## src/hw/rtl/fsc_pkg.sv

```systemverilog
// shared types, constants and tables for the flash save command machine
package fsc_pkg;

   // store geometry
   localparam int BANK_COUNT   = 2;
   localparam int BANK_BYTES   = 65536;
   localparam int SECTOR_BYTES = 4096;
   localparam int OFFSET_W     = 16;
   localparam int SECTOR_W     = $clog2(SECTOR_BYTES);
   localparam int BANK_W       = (BANK_COUNT > 1) ? $clog2(BANK_COUNT) : 1;
   localparam int ADDR_W       = OFFSET_W + BANK_W;
   localparam int STORE_BYTES  = BANK_COUNT * BANK_BYTES;
   localparam int BASE_W       = ADDR_W - SECTOR_W;

   typedef logic [ADDR_W-1:0] addr_type;
   typedef logic [BANK_W-1:0] bank_type;
   typedef bank_type [255:0]  bank_table_type;

   localparam addr_type LAST_ADDR = ADDR_W'(STORE_BYTES - 1);

   // access kinds
   localparam logic OP_READ  = 1'b0;
   localparam logic OP_WRITE = 1'b1;

   // unlock addresses and bytes
   localparam logic [OFFSET_W-1:0] ADDR_FIRST  = 16'h5555;
   localparam logic [OFFSET_W-1:0] ADDR_SECOND = 16'h2AAA;
   localparam logic [OFFSET_W-1:0] OFFSET_MFR  = 16'h0000;
   localparam logic [OFFSET_W-1:0] OFFSET_DEV  = 16'h0001;
   localparam logic [7:0] BYTE_UNLOCK1 = 8'hAA;
   localparam logic [7:0] BYTE_UNLOCK2 = 8'h55;
   localparam logic [7:0] BYTE_ERASED  = 8'hFF;

   // command bytes
   localparam logic [7:0] CMD_NONE         = 8'h00;
   localparam logic [7:0] CMD_ERASE        = 8'h80;
   localparam logic [7:0] CMD_ID           = 8'h90;
   localparam logic [7:0] CMD_PROGRAM      = 8'hA0;
   localparam logic [7:0] CMD_BANK         = 8'hB0;
   localparam logic [7:0] CMD_RESET        = 8'hF0;
   localparam logic [7:0] CMD_SECTOR_ERASE = 8'h30;

   // configuration registers
   localparam int CSR_INDEX_W = 1;
   localparam logic [CSR_INDEX_W-1:0] CSR_MANUFACTURER_ID = 1'd0;
   localparam logic [CSR_INDEX_W-1:0] CSR_DEVICE_ID       = 1'd1;
   localparam logic [7:0] MANUFACTURER_ID_RESET = 8'd50;
   localparam logic [7:0] DEVICE_ID_RESET       = 8'd27;

   // memory command from the sequencer to the store
   typedef struct packed {
      logic     prog;
      logic     erase;
      addr_type addr;
      logic [7:0] data;
   } mem_cmd_type;

   // how the response byte of an item is formed
   typedef struct packed {
      logic       use_mem;
      logic [7:0] alt_byte;
   } rsp_sel_type;

   // bank number of a written byte, modulo the bank count
   function automatic bank_table_type build_bank_table();
      bank_table_type t;
      for (int i = 0; i < 256; i++) begin
         t[i] = BANK_W'(i % BANK_COUNT);
      end
      return t;
   endfunction

   localparam bank_table_type BANK_TABLE = build_bank_table();

endpackage

```

## src/hw/rtl/fsc_seq.sv

```systemverilog
// command sequence decoder with pending command, bank and id registers
module fsc_seq (
   input  logic                              clock,
   input  logic                              reset,
   input  logic                              accept,
   input  logic                              req_opcode,
   input  logic [fsc_pkg::OFFSET_W-1:0]      req_offset,
   input  logic [7:0]                        req_write_byte,
   input  logic                              csr_write_enable,
   input  logic [fsc_pkg::CSR_INDEX_W-1:0]   csr_index,
   input  logic [7:0]                        csr_write_data,
   output fsc_pkg::mem_cmd_type              mem_cmd,
   output fsc_pkg::addr_type                 rd_addr,
   output fsc_pkg::rsp_sel_type              rsp_sel
);
   import fsc_pkg::*;

   typedef enum logic [8:0] {
      SEQ_IDLE    = 9'b000000001,
      SEQ_UNLOCK1 = 9'b000000010,
      SEQ_UNLOCK2 = 9'b000000100,
      SEQ_ERASE0  = 9'b000001000,
      SEQ_ERASE1  = 9'b000010000,
      SEQ_ERASE2  = 9'b000100000,
      SEQ_ID0     = 9'b001000000,
      SEQ_ID1     = 9'b010000000,
      SEQ_ID2     = 9'b100000000
   } seq_state_type;

   seq_state_type seq_ff, seq_in;
   logic [7:0]    pend_ff, pend_in;
   bank_type      bank_ff, bank_in;
   logic [7:0]    mfr_id_ff, dev_id_ff;

   logic at_first, at_second, at_zero;
   logic is_unlock1, is_unlock2;
   logic fall, prog, erase;

   assign at_first   = (req_offset == ADDR_FIRST);
   assign at_second  = (req_offset == ADDR_SECOND);
   assign at_zero    = (req_offset == OFFSET_MFR);
   assign is_unlock1 = at_first && (req_write_byte == BYTE_UNLOCK1);
   assign is_unlock2 = at_second && (req_write_byte == BYTE_UNLOCK2);

   // response byte for a read
   always_comb begin
      rsp_sel.use_mem  = 1'b0;
      rsp_sel.alt_byte = BYTE_ERASED;
      if (req_opcode == OP_READ) begin
         if (pend_ff == CMD_NONE) begin
            rsp_sel.use_mem = 1'b1;
         end else if (pend_ff == CMD_ID) begin
            if (req_offset == OFFSET_MFR) begin
               rsp_sel.alt_byte = mfr_id_ff;
            end else if (req_offset == OFFSET_DEV) begin
               rsp_sel.alt_byte = dev_id_ff;
            end
         end
      end
   end

   // sequence state update
   always_comb begin
      seq_in  = seq_ff;
      pend_in = pend_ff;
      bank_in = bank_ff;
      fall    = 1'b0;
      prog    = 1'b0;
      erase   = 1'b0;
      if (accept && req_opcode == OP_WRITE) begin
         case (seq_ff)
            SEQ_UNLOCK1: begin
               if (is_unlock2) begin
                  seq_in = SEQ_UNLOCK2;
               end else begin
                  seq_in = SEQ_IDLE;
                  fall   = 1'b1;
               end
            end
            SEQ_UNLOCK2: begin
               if (at_first) begin
                  pend_in = req_write_byte;
                  if (req_write_byte == CMD_ERASE) begin
                     seq_in = SEQ_ERASE0;
                  end else if (req_write_byte == CMD_ID) begin
                     seq_in = SEQ_ID0;
                  end else begin
                     seq_in = SEQ_IDLE;
                  end
               end else begin
                  seq_in = SEQ_IDLE;
                  fall   = 1'b1;
               end
            end
            SEQ_ERASE0: begin
               if (is_unlock1) begin
                  seq_in = SEQ_ERASE1;
               end else begin
                  seq_in = SEQ_IDLE;
                  fall   = 1'b1;
               end
            end
            SEQ_ERASE1: begin
               if (is_unlock2) begin
                  seq_in = SEQ_ERASE2;
               end else begin
                  seq_in = SEQ_IDLE;
                  fall   = 1'b1;
               end
            end
            SEQ_ERASE2: begin
               erase   = (req_write_byte == CMD_SECTOR_ERASE);
               seq_in  = SEQ_IDLE;
               pend_in = CMD_NONE;
            end
            SEQ_ID0: begin
               if (is_unlock1) begin
                  seq_in = SEQ_ID1;
               end else begin
                  seq_in = SEQ_IDLE;
                  fall   = 1'b1;
               end
            end
            SEQ_ID1: begin
               if (is_unlock2) begin
                  seq_in = SEQ_ID2;
               end else begin
                  seq_in = SEQ_IDLE;
                  fall   = 1'b1;
               end
            end
            SEQ_ID2: begin
               seq_in  = SEQ_IDLE;
               pend_in = CMD_NONE;
            end
            default: begin
               seq_in = SEQ_IDLE;
               if (at_first && req_write_byte == CMD_RESET) begin
                  pend_in = CMD_NONE;
               end else if (is_unlock1) begin
                  seq_in = SEQ_UNLOCK1;
               end else if (at_zero && pend_ff == CMD_BANK) begin
                  bank_in = BANK_TABLE[req_write_byte];
                  pend_in = CMD_NONE;
               end else begin
                  fall = 1'b1;
               end
            end
         endcase
         // an unconsumed write programs one byte when armed
         if (fall && pend_ff == CMD_PROGRAM) begin
            prog    = 1'b1;
            seq_in  = SEQ_IDLE;
            pend_in = CMD_NONE;
         end
      end else if (accept && pend_ff == CMD_RESET) begin
         // read under a pending reset clears the sequence
         seq_in  = SEQ_IDLE;
         pend_in = CMD_NONE;
      end
   end

   always_ff @(posedge clock) begin
      if (reset) begin
         seq_ff    <= SEQ_IDLE;
         pend_ff   <= CMD_NONE;
         bank_ff   <= '0;
         mfr_id_ff <= MANUFACTURER_ID_RESET;
         dev_id_ff <= DEVICE_ID_RESET;
      end else begin
         seq_ff  <= seq_in;
         pend_ff <= pend_in;
         bank_ff <= bank_in;
         if (csr_write_enable) begin
            case (csr_index)
               CSR_MANUFACTURER_ID: mfr_id_ff <= csr_write_data;
               CSR_DEVICE_ID:       dev_id_ff <= csr_write_data;
               default: begin
               end
            endcase
         end
      end
   end

   assign rd_addr       = {bank_ff, req_offset};
   assign mem_cmd.prog  = prog;
   assign mem_cmd.erase = erase;
   assign mem_cmd.addr  = {bank_ff, req_offset};
   assign mem_cmd.data  = req_write_byte;

   // bank number stays below the bank count
   a_bank_range: assert property (@(posedge clock) disable iff (reset)
      bank_ff <= BANK_W'(BANK_COUNT - 1))
      else $error("bank out of range");
   // a program clears the pending command and the sequence
   a_prog_clears: assert property (@(posedge clock) disable iff (reset)
      prog |=> pend_ff == CMD_NONE && seq_ff == SEQ_IDLE)
      else $error("program did not clear the command");
   // program and erase never come from the same item
   a_one_mem_op: assert property (@(posedge clock) disable iff (reset)
      !(prog && erase))
      else $error("program and erase together");

endmodule

```

## config.mk

```make
export PLATFORM = sky130hd
export DESIGN_NAME = fsc_seq
export DESIGN_NICKNAME = d
export VERILOG_FILES = /design/src/hw/rtl/fsc_pkg.sv /design/src/hw/rtl/fsc_seq.sv
export SDC_FILE = /design/constraint.sdc
export NUM_CORES = 1
export LEC_CHECK = 0
export BUFFER_PORTS_ARGS = -buffer_cell sky130_fd_sc_hd__buf_2
export CAP_MARGIN = 20
export CORE_MARGIN = 5
export CORE_UTILIZATION = 45
export CTS_CLUSTER_SIZE = 28
export DETAILED_ROUTE_END_ITERATION = 8
export PLACE_DENSITY = 0.82
export SKIP_CTS_REPAIR_TIMING = 1
export SLEW_MARGIN = 25
export SYNTH_ARGS = -nofsm -noshare
export SYNTH_HDL_FRONTEND = slang
export SYNTH_SLANG_ARGS = --single-unit
```

## constraint.sdc

```tcl
create_clock -name clock -period 1.85 [get_ports clock]
set_input_delay 0 -clock clock [delete_from_list [all_inputs] [get_ports clock]]
set_output_delay 0 -clock clock [all_outputs]
set_load 0.02 [all_outputs]
```

==> impl_metrics.tcl, run 1 <==
set metrics [dict create \
    status "finished, violations left" \
    violations "hold timing, setup timing" \
    start_kind "flop" \
    port_buffers 90 \
    clockBufferDepth 2 \
    grt_pass1_wl_um 11300 \
    fp.dieArea_um2 6970 \
    drive_above_1_share_pct 45.1 \
    via_count 2635 \
    nets 432 \
    drcViolationCount 0 \
    setup_violations 18 \
    drtPass1Iterations 4 \
    wl_per_cell_um 15.7 \
    grt_pass1_vias 2466 \
    cp_data_arrival_time_ns 2.29 \
    crit_path_max_incr_delay_ns 0.57 \
    tns_ns -3.61 \
    syn_inst 310 \
    synth-warning-count 0 \
    diodes 0 \
    cp_data_required_time_ns 2.05 \
    finalCriticalPeriod_ns 2.09 \
    final_hold_viol_count 1 \
    syn_avg_cell_area_um2 7.84 \
    design_area_um2 3230 \
    ys.flop_type "dfxtp_1" \
    p_leak_nw 1.36 \
    synth_cell_types 59 \
    relSlewSlack_pct 59.2 \
    min_path_type "input pin to flop" \
    antenna_found_initial 0 \
    p_per_area_nw_per_um2 590 \
    vias_per_cell 5.67 \
    cp-end-kind "flop" \
    place_hpwl_um 5320 \
    async_reset_ff_share_pct 0 \
    maxSlewViolCount 0 \
    tightestPinTransition_ns 0.610 \
    track_usage_pct 19.2 \
    layoutNonFillerInstCount 465 \
    gp_congestion 0.887 \
    ys_seq_area_share_pct 28.0 \
    clk_pin_slew_ns 0.08 \
    wl_um 7300 \
    synth_edf_count 0 \
    postLayoutCoreUtil_pct 62.5 \
    num_rows 26 \
    cts_tree "yes" \
    fp.dieH_um 83.5 \
    path_class "flop to flop" \
    core-area_um2 5170 \
    syn_to_final_growth_pct 33.1 \
    placedInstanceArea_um2 2790 \
    start_util_pct 47.0 \
    crit_path_max_fanout 6 \
    pre_cts_ws_ns -0.193 \
    ioPinCount 91 \
    cts_sinks 34 \
    final_cell_mix "buf_2 (83), buf_4 (45), nand2_1 (44), dfxtp_1 (27), nand3_1 (18)" \
    slowest_stage "or4_4" \
    final_common_cell "buf_2" \
    ir_worst_vdd_uv 323 \
    fin_worst_skew_ns 0.00836 \
    htreeDepth 2 \
    root_buffer "clkbuf_8" \
    clock_latency_ns 0.30 \
    antenna_left 0 \
    grt_max_degree 17 \
    drt-initial-drc-count 177 \
    min_period_over_period_pct 113 \
    power_mw 1.91 \
    holdWs_ns -0.00433 \
    path_cells "or4_4 > nor4b_4 > buf_4 > a31oi_4 > o221ai_2 > nand2_2 > a22o_1" \
    fin_ws_ns -0.244 \
    syn_area_um2 2430 \
    drv_cap 0 \
    ys_ff_latch 34 \
    numCtsBuffers 5 \
    postSynthNetCount 348 \
    rsz0062_at_grt "yes" \
    grt-ovfl-total 0 \
    die_w_um 83.5 \
    dp.cells 439 \
    max_freq_mhz 478 \
]
-- worst max-delay path, delay by kind of cell, from the launching register on --
| kind | cells | cell delay [ns] |
|---|---|---|
| simple gates | 3 | 0.96 |
| buf+inv | 1 | 0.17 |
| compound gates | 3 | 0.54 |
| flops | 1 | 0.32 |
-- state kept, by name (all words and copies together), names as in the netlist --
signal / flops
dev_id_ff: 8
seq_ff: 9
mfr_id_ff: 8
pend_ff: 8
bank_ff: 1
-- report_power, final --
part | internal (mW) | leakage, nW | switching, mW
clock | 0.540 | 0.0683 | 0.305
sequential | 0.749 | 0.279 | 0.00966
combinational | 0.117 | 1.01 | 0.187
total | 1.41 | 1.36 | 0.502
-- metal layers --
layer  vias up  GRT usage (%)  wire length (um)
met3         8           5.23               534
met5         -              0                 0
met4         0           5.85                63
met1      1245           24.0              3080
met2       109           32.3              3630
li1       1273              -                 -
-- synth_stat cells (3+ instances only) --
| cell | count | share of area, % |
|---|---|---|
| nor2_1 | 15 | 2.3 |
| nor3_1 | 10 | 2.1 |
| nand4_1 | 12 | 3.1 |
| nand2_1 | 47 | 7.3 |
| o2111ai_1 | 4 | 1.4 |
| and2_1 | 3 | 0.77 |
| a22o_1 | 8 | 2.9 |
| o21ai_0 | 7 | 1.4 |
| a21oi_1 | 14 | 2.9 |
| clkbuf_1 | 11 | 1.7 |
| xor2_1 | 5 | 1.8 |
| o22ai_1 | 8 | 2.1 |
| buf_4 | 44 | 14 |
| or4_1 | 5 | 1.5 |
| nand4b_1 | 3 | 1.1 |
| o31ai_1 | 3 | 0.93 |
| nand3_1 | 19 | 3.9 |
| nor4_1 | 5 | 1.3 |
| dfxtp_1 | 34 | 28 |
| buf_2 | 3 | 0.62 |
-- final cells by class --
cell class	count	area, um^2
inverter	2	7.51
sequential	34	692
clock inverter	3	68.8
multi-input combinational	215	1480
fill	440	1940
timing repair buffer	136	833
clock buffer	5	68.8
tap	70	87.6
-- logic make-up (layout without fill, tap and decap cells) --
logic type             after synthesis  in the layout  share of synthesized area, %
flip-flops                          34             34                          28.0
XOR/XNOR                             6              6                          2.16
AND/OR/NAND/NOR                    146            146                          34.7
buffers and inverters               61            146                          16.4
multiplexers                         1              1                         0.412
AO/OA/AOI/OAI                       62             62                          18.3
-- worst paths after layout --
check | from | cells after the start | slack (ns) | to
hold reg to reg | dev_id_ff[5] | 2 | 0.46 | dev_id_ff[5]
setup reg to reg | pend_ff[0] | 7 | -0.24 | pend_ff[3]
hold / removal | req_write_byte[2] | 2 | -0.004 | pend_ff[2]
setup / recovery | pend_ff[0] | 7 | -0.24 | pend_ff[3]
No activity file was read; power rests on OpenSTA's default activity.
==> run 2, diff against run 1 <==
--- a/config.mk
+++ b/config.mk
@@ -7,11 +7,12 @@
 export LEC_CHECK = 0
 export BUFFER_PORTS_ARGS = -buffer_cell sky130_fd_sc_hd__buf_2
 export CAP_MARGIN = 20
+export CORE_ASPECT_RATIO = 0.8
 export CORE_MARGIN = 5
-export CORE_UTILIZATION = 45
+export CORE_UTILIZATION = 50
 export CTS_CLUSTER_SIZE = 28
 export DETAILED_ROUTE_END_ITERATION = 8
-export PLACE_DENSITY = 0.82
+export PLACE_DENSITY = 0.86
 export SKIP_CTS_REPAIR_TIMING = 1
 export SLEW_MARGIN = 25
 export SYNTH_ARGS = -nofsm -noshare
==> constraint.sdc (replaced) <==
create_clock -name clock -period 2.6 [get_ports clock]
set_input_delay 0 -clock clock [delete_from_list [all_inputs] [get_ports clock]]
set_output_delay 0 -clock clock [all_outputs]
set_load 0.02 [all_outputs]
==> impl_metrics.tcl, run 2 (synthesized netlist as in run 1, its figures left out) <==
set metrics [dict create \
    n_fill_cell 418 \
    via_count 2460 \
    cp_data_arrival_time_ns 2.33 \
    r2r_start "pend_ff[1]" \
    min_period_over_period_pct 89.6 \
    die_w_um 87.9 \
    root_buffer "clkbuf_8" \
    fin_worst_skew_ns 0.00424 \
    syn_to_final_growth_pct 13.3 \
    num_rows 22 \
    whs_path_depth 2 \
    antenna_left 0 \
    gp_congestion 1.03 \
    min_to "pend_ff[3]" \
    cp-end-kind "output pin" \
    max_freq_mhz 429 \
    drive_above_1_share_pct 32.0 \
    holdWs_ns 0.0262 \
    wl_um 6600 \
    port_buffers 90 \
    final_hold_viol_count 0 \
    layoutNonFillerInstCount 419 \
    dp.cells 402 \
    vias_per_cell 5.87 \
    place_hpwl_um 5040 \
    crit_path_max_fanout 5 \
    cp_data_required_time_ns 2.60 \
    rsz0062_at_grt "no" \
    rrSetupSlack_ns 0.51 \
    r2r_cells 6 \
    grt-ovfl-total 0 \
    power_mw 1.15 \
    ir_worst_vdd_uv 345 \
    track_usage_pct 20.2 \
    antenna_found_initial 0 \
    relSlewSlack_pct 60.0 \
    p_leak_nw 1.11 \
    cts_tree "yes" \
    clockBufferDepth 2 \
    start_util_pct 52.2 \
    clock_latency_ns 0.28 \
    diodes 0 \
    min_path_type "input pin to flop" \
    fin_ws_ns 0.271 \
    start_kind "input pin" \
    status "completed" \
    cts_sinks 34 \
    numCtsBuffers 5 \
    path_cells "dlygate4sd3_1 > buf_2 > or4b_1 > nor2_1 > a31oi_1 > nor4_2 > nor3_1 > buf_2" \
    grt_max_degree 17 \
    largest-register "seq_ff" \
    final_cell_mix "buf_2 (90), nand2_1 (47), dfxtp_1 (34), nand3_1 (19), nor2_1 (15)" \
    fp.dieH_um 72.4 \
    largest_register_ffs 9 \
    drv_cap 0 \
    tns_ns 0 \
    min-delay-start "req_write_byte[3]" \
    crit_path_max_incr_delay_ns 0.54 \
    wl_per_cell_um 15.7 \
    final_common_cell "buf_2" \
    slowest_stage "dlygate4sd3_1" \
    drt-initial-drc-count 290 \
    nets 396 \
    tightestPinTransition_ns 0.600 \
    grt_pass1_wl_um 10400 \
    finalCriticalPeriod_ns 2.33 \
    htreeDepth 2 \
    ioPinCount 91 \
    reg2reg_to "pend_ff[6]" \
    core-area_um2 4650 \
    drtPass1Iterations 5 \
    grt_pass1_vias 2153 \
    path_class "input pin to output pin" \
    maxSlewViolCount 0 \
    p_per_area_nw_per_um2 418 \
    clk_pin_slew_ns 0.07 \
    pre_cts_ws_ns 0.520 \
    setup_violations 0 \
    fp.dieArea_um2 6360 \
    drcViolationCount 0 \
    cpMostUsedCell "buf_2" \
]
[run 2: cell types whose count changed in the layout (fill, tap and decap cells not counted), sizes merged]
cell | previous run | this run
bufinv | 2 | 0
dlygate4sd3 | 8 | 9
clkbuf | 5 | 7
buf | 128 | 91
[run 2: stage by stage]
step	area [um^2]	utilization (%)
2_1_floorplan	2430	-
3_3_place_gp	2570	55.3
3_5_place_dp	2570	55.3
4_1_cts	2660	57.3
5_1_grt	2750	59.2
6_report	2750	59.2
[run 2: report_power, final]
part | internal, mW | total (mW) | switching, mW
clock network | 0.214 | 0.407 | 0.194
registers | 0.534 | 0.541 | 0.00699
logic | 0.0729 | 0.202 | 0.129
[run 2: layer usage]
metal  up-vias  share of wire (%)  track usage [%]
li1       1198                  -                -
met1      1145                 43             28.4
met2       109                 48             32.5
met3         8                8.8             4.20
met4         0               0.58             2.73
met5         -                  0                0
[run 2: final cells by class]
class                   count  area [um^2]  share of cell area [%]
clock buffers               7         86.3                    3.13
clock inverters             1         5.00                   0.182
inverters                   2         7.51                   0.273
multi-input cells         215         1350                    49.1
flip-flops and latches     34          681                    24.7
well taps                  60         75.1                    2.73
repair buffers            100          548                    19.9
[run 2: worst max-delay path: cells and delay by family]
| kind | cells | cell delay [ns] |
|---|---|---|
| compound gates | 1 | 0.17 |
| buf+inv | 3 | 0.87 |
| simple gates | 4 | 1.30 |
[run 2: how the worst max path moves through the flow]
stage	start	end	cells after the start
floorplan	pend_ff[1]	pend_ff[0]	6
global placement	pend_ff[1]	pend_ff[1]	6
detailed placement	pend_ff[1]	pend_ff[6]	6
CTS	seq_ff[8]	mem_cmd[26]	6
global route	req_write_byte[2]	mem_cmd[26]	8
finish	req_write_byte[2]	mem_cmd[26]	8
==> run 3, diff against run 2 <==
--- a/config.mk
+++ b/config.mk
@@ -9,10 +9,11 @@
 export CAP_MARGIN = 20
 export CORE_ASPECT_RATIO = 0.8
 export CORE_MARGIN = 5
-export CORE_UTILIZATION = 50
+export CORE_UTILIZATION = 54
 export CTS_CLUSTER_SIZE = 28
 export DETAILED_ROUTE_END_ITERATION = 8
-export PLACE_DENSITY = 0.86
+export PLACE_DENSITY = 0.92
+export SETUP_SLACK_MARGIN = 0.3
 export SKIP_CTS_REPAIR_TIMING = 1
 export SLEW_MARGIN = 25
 export SYNTH_ARGS = -nofsm -noshare
==> impl_metrics.tcl, run 3 (synthesized netlist as in run 1, its figures left out) <==
set metrics [dict create \
    final_cell_mix "buf_2 (90), nand2_1 (47), dfxtp_1 (34), nand3_1 (19), nor2_1 (15)" \
    port_buffers 90 \
    fp.dieH_um 70 \
    clock_latency_ns 0.27 \
    syn_to_final_growth_pct 12.5 \
    maxSlewViolCount 0 \
    drtPass1Iterations 7 \
    largest_register_ffs 9 \
    slowest_stage "nor4_4" \
    r2r_start "pend_ff[1]" \
    p_per_area_nw_per_um2 410 \
    finalCriticalPeriod_ns 2.20 \
    path_cells "nor4_4 > nand3_1 > o211a_1 > nor4_2 > nor3_1 > buf_2" \
    diodes 0 \
    drv_cap 0 \
    pre_cts_ws_ns 0.530 \
    cp_data_arrival_time_ns 2.20 \
    r2r_cells 6 \
    critPathCapture "mem_cmd[26]" \
    path_class "flop to output pin" \
    clockBufferDepth 2 \
    num_rows 21 \
    largest-register "seq_ff" \
    fin_ws_ns 0.397 \
    fp.dieArea_um2 5950 \
    cp_data_required_time_ns 2.60 \
    place_hpwl_um 4900 \
    reg2reg_to "pend_ff[2]" \
    tightestPinTransition_ns 0.619 \
    drive_above_1_share_pct 33.2 \
    crit_path_max_fanout 8 \
    ioPinCount 91 \
    die_w_um 85.0 \
    switching_power_mw 0.311 \
    final_common_cell "buf_2" \
    gp_congestion 0.940 \
    p_sw_share_pct 27.8 \
    holdWs_ns -0.0199 \
    relSlewSlack_pct 58.7 \
    wl_per_cell_um 15.8 \
    max_freq_mhz 454 \
    cp-end-kind "output pin" \
    pwr-share-comb_pct 17.9 \
    drcViolationCount 0 \
    rsz0062_at_grt "no" \
    root_buffer "clkbuf_8" \
    core-area_um2 4260 \
    grt.busiest_layer "met2" \
    cts_tree "yes" \
    critPathTopFamily "simple AND/OR/NAND/NOR gates" \
    antenna_found_initial 0 \
    worst-path-stages 6 \
    start_util_pct 57.1 \
    power_mw 1.12 \
    grt-ovfl-total 0 \
    grtUsageMet2_pct 31.6 \
    grt_use_met3_pct 5.05 \
    wl_um 6530 \
    violations "hold timing" \
    pwr-share-seq_pct 48.4 \
    numCtsBuffers 5 \
    postLayoutCoreUtil_pct 64.2 \
    pwr-share-clk_pct 33.7 \
    grt_pass1_vias 2212 \
    critPathLaunch "seq_ff[8]" \
    grt_max_degree 17 \
    cts_sinks 34 \
    crit_path_max_incr_delay_ns 0.42 \
    min_path_type "input pin to flop" \
    p_leak_nw 1.10 \
    nets 394 \
    ir_worst_vdd_uv 342 \
    tns_ns 0 \
    fin_worst_skew_ns 0.00194 \
    clk_pin_slew_ns 0.06 \
    grtUsageMet1_pct 29.4 \
    track_usage_pct 20.5 \
    start_kind "flop" \
    grt_pass1_wl_um 10200 \
    crit_buf_inv 1 \
    htreeDepth 2 \
    status "finished, violations left" \
    via_count 2476 \
    min_period_over_period_pct 84.7 \
    final_hold_viol_count 2 \
    setup_violations 0 \
    rrSetupSlack_ns 0.50 \
    drt-initial-drc-count 421 \
    vias_per_cell 6.01 \
    p_int_mw 0.809 \
    antenna_left 0 \
]
-- run 3: tightest hold or removal path, cell delays in order --
cell,delay (ns)
buf_2,0.11
nand2_1,0.05
a21oi_1,0.05
-- run 3: cell type report --
type | instances | area, um^2
clock buffers | 6 | 82.6
fillers | 384 | 1520
inverters | 2 | 7.51
multi-input cells | 215 | 1370
flip-flops and latches | 34 | 681
well taps | 57 | 71.3
repair buffers | 98 | 526
-- run 3: metal layers --
metal | share of wire [%] | vias up
met3 | 8.5 | 8
met5 | 0 | -
met2 | 47 | 117
met4 | 0.84 | 0
li1 | - | 1194
met1 | 44 | 1157
-- run 3: worst min path at each step --
| stage | start | endpoint | cells after the start |
|---|---|---|---|
| floorplan | req_write_byte[0] | mem_cmd[0] | 1 |
| global placement | csr_write_data[1] | mfr_id_ff[1] | 3 |
| detailed placement | csr_write_data[1] | mfr_id_ff[1] | 3 |
| CTS | csr_write_data[1] | mfr_id_ff[1] | 3 |
| global route | csr_write_data[6] | mfr_id_ff[6] | 3 |
| finish | csr_write_data[6] | mfr_id_ff[6] | 3 |
-- run 3: metrics by stage --
step | cells | area [um^2]
after floorplan | 310 | 2430
after global placement | 399 | 2570
final | 412 | 2730
after CTS | 405 | 2650
after detailed placement | 399 | 2570
after global routing | 412 | 2730
-- run 3: power groups by stage --
stage / Sequential [mW] / Clock [mW] / Combinational (mW)
after floorplan: 0.551 / 0 / 0.145
after global placement: 0.552 / 0 / 0.188
after detailed placement: 0.553 / 0 / 0.191
after CTS: 0.541 / 0.382 / 0.192
after global routing: 0.543 / 0.404 / 0.217
final: 0.541 / 0.378 / 0.200
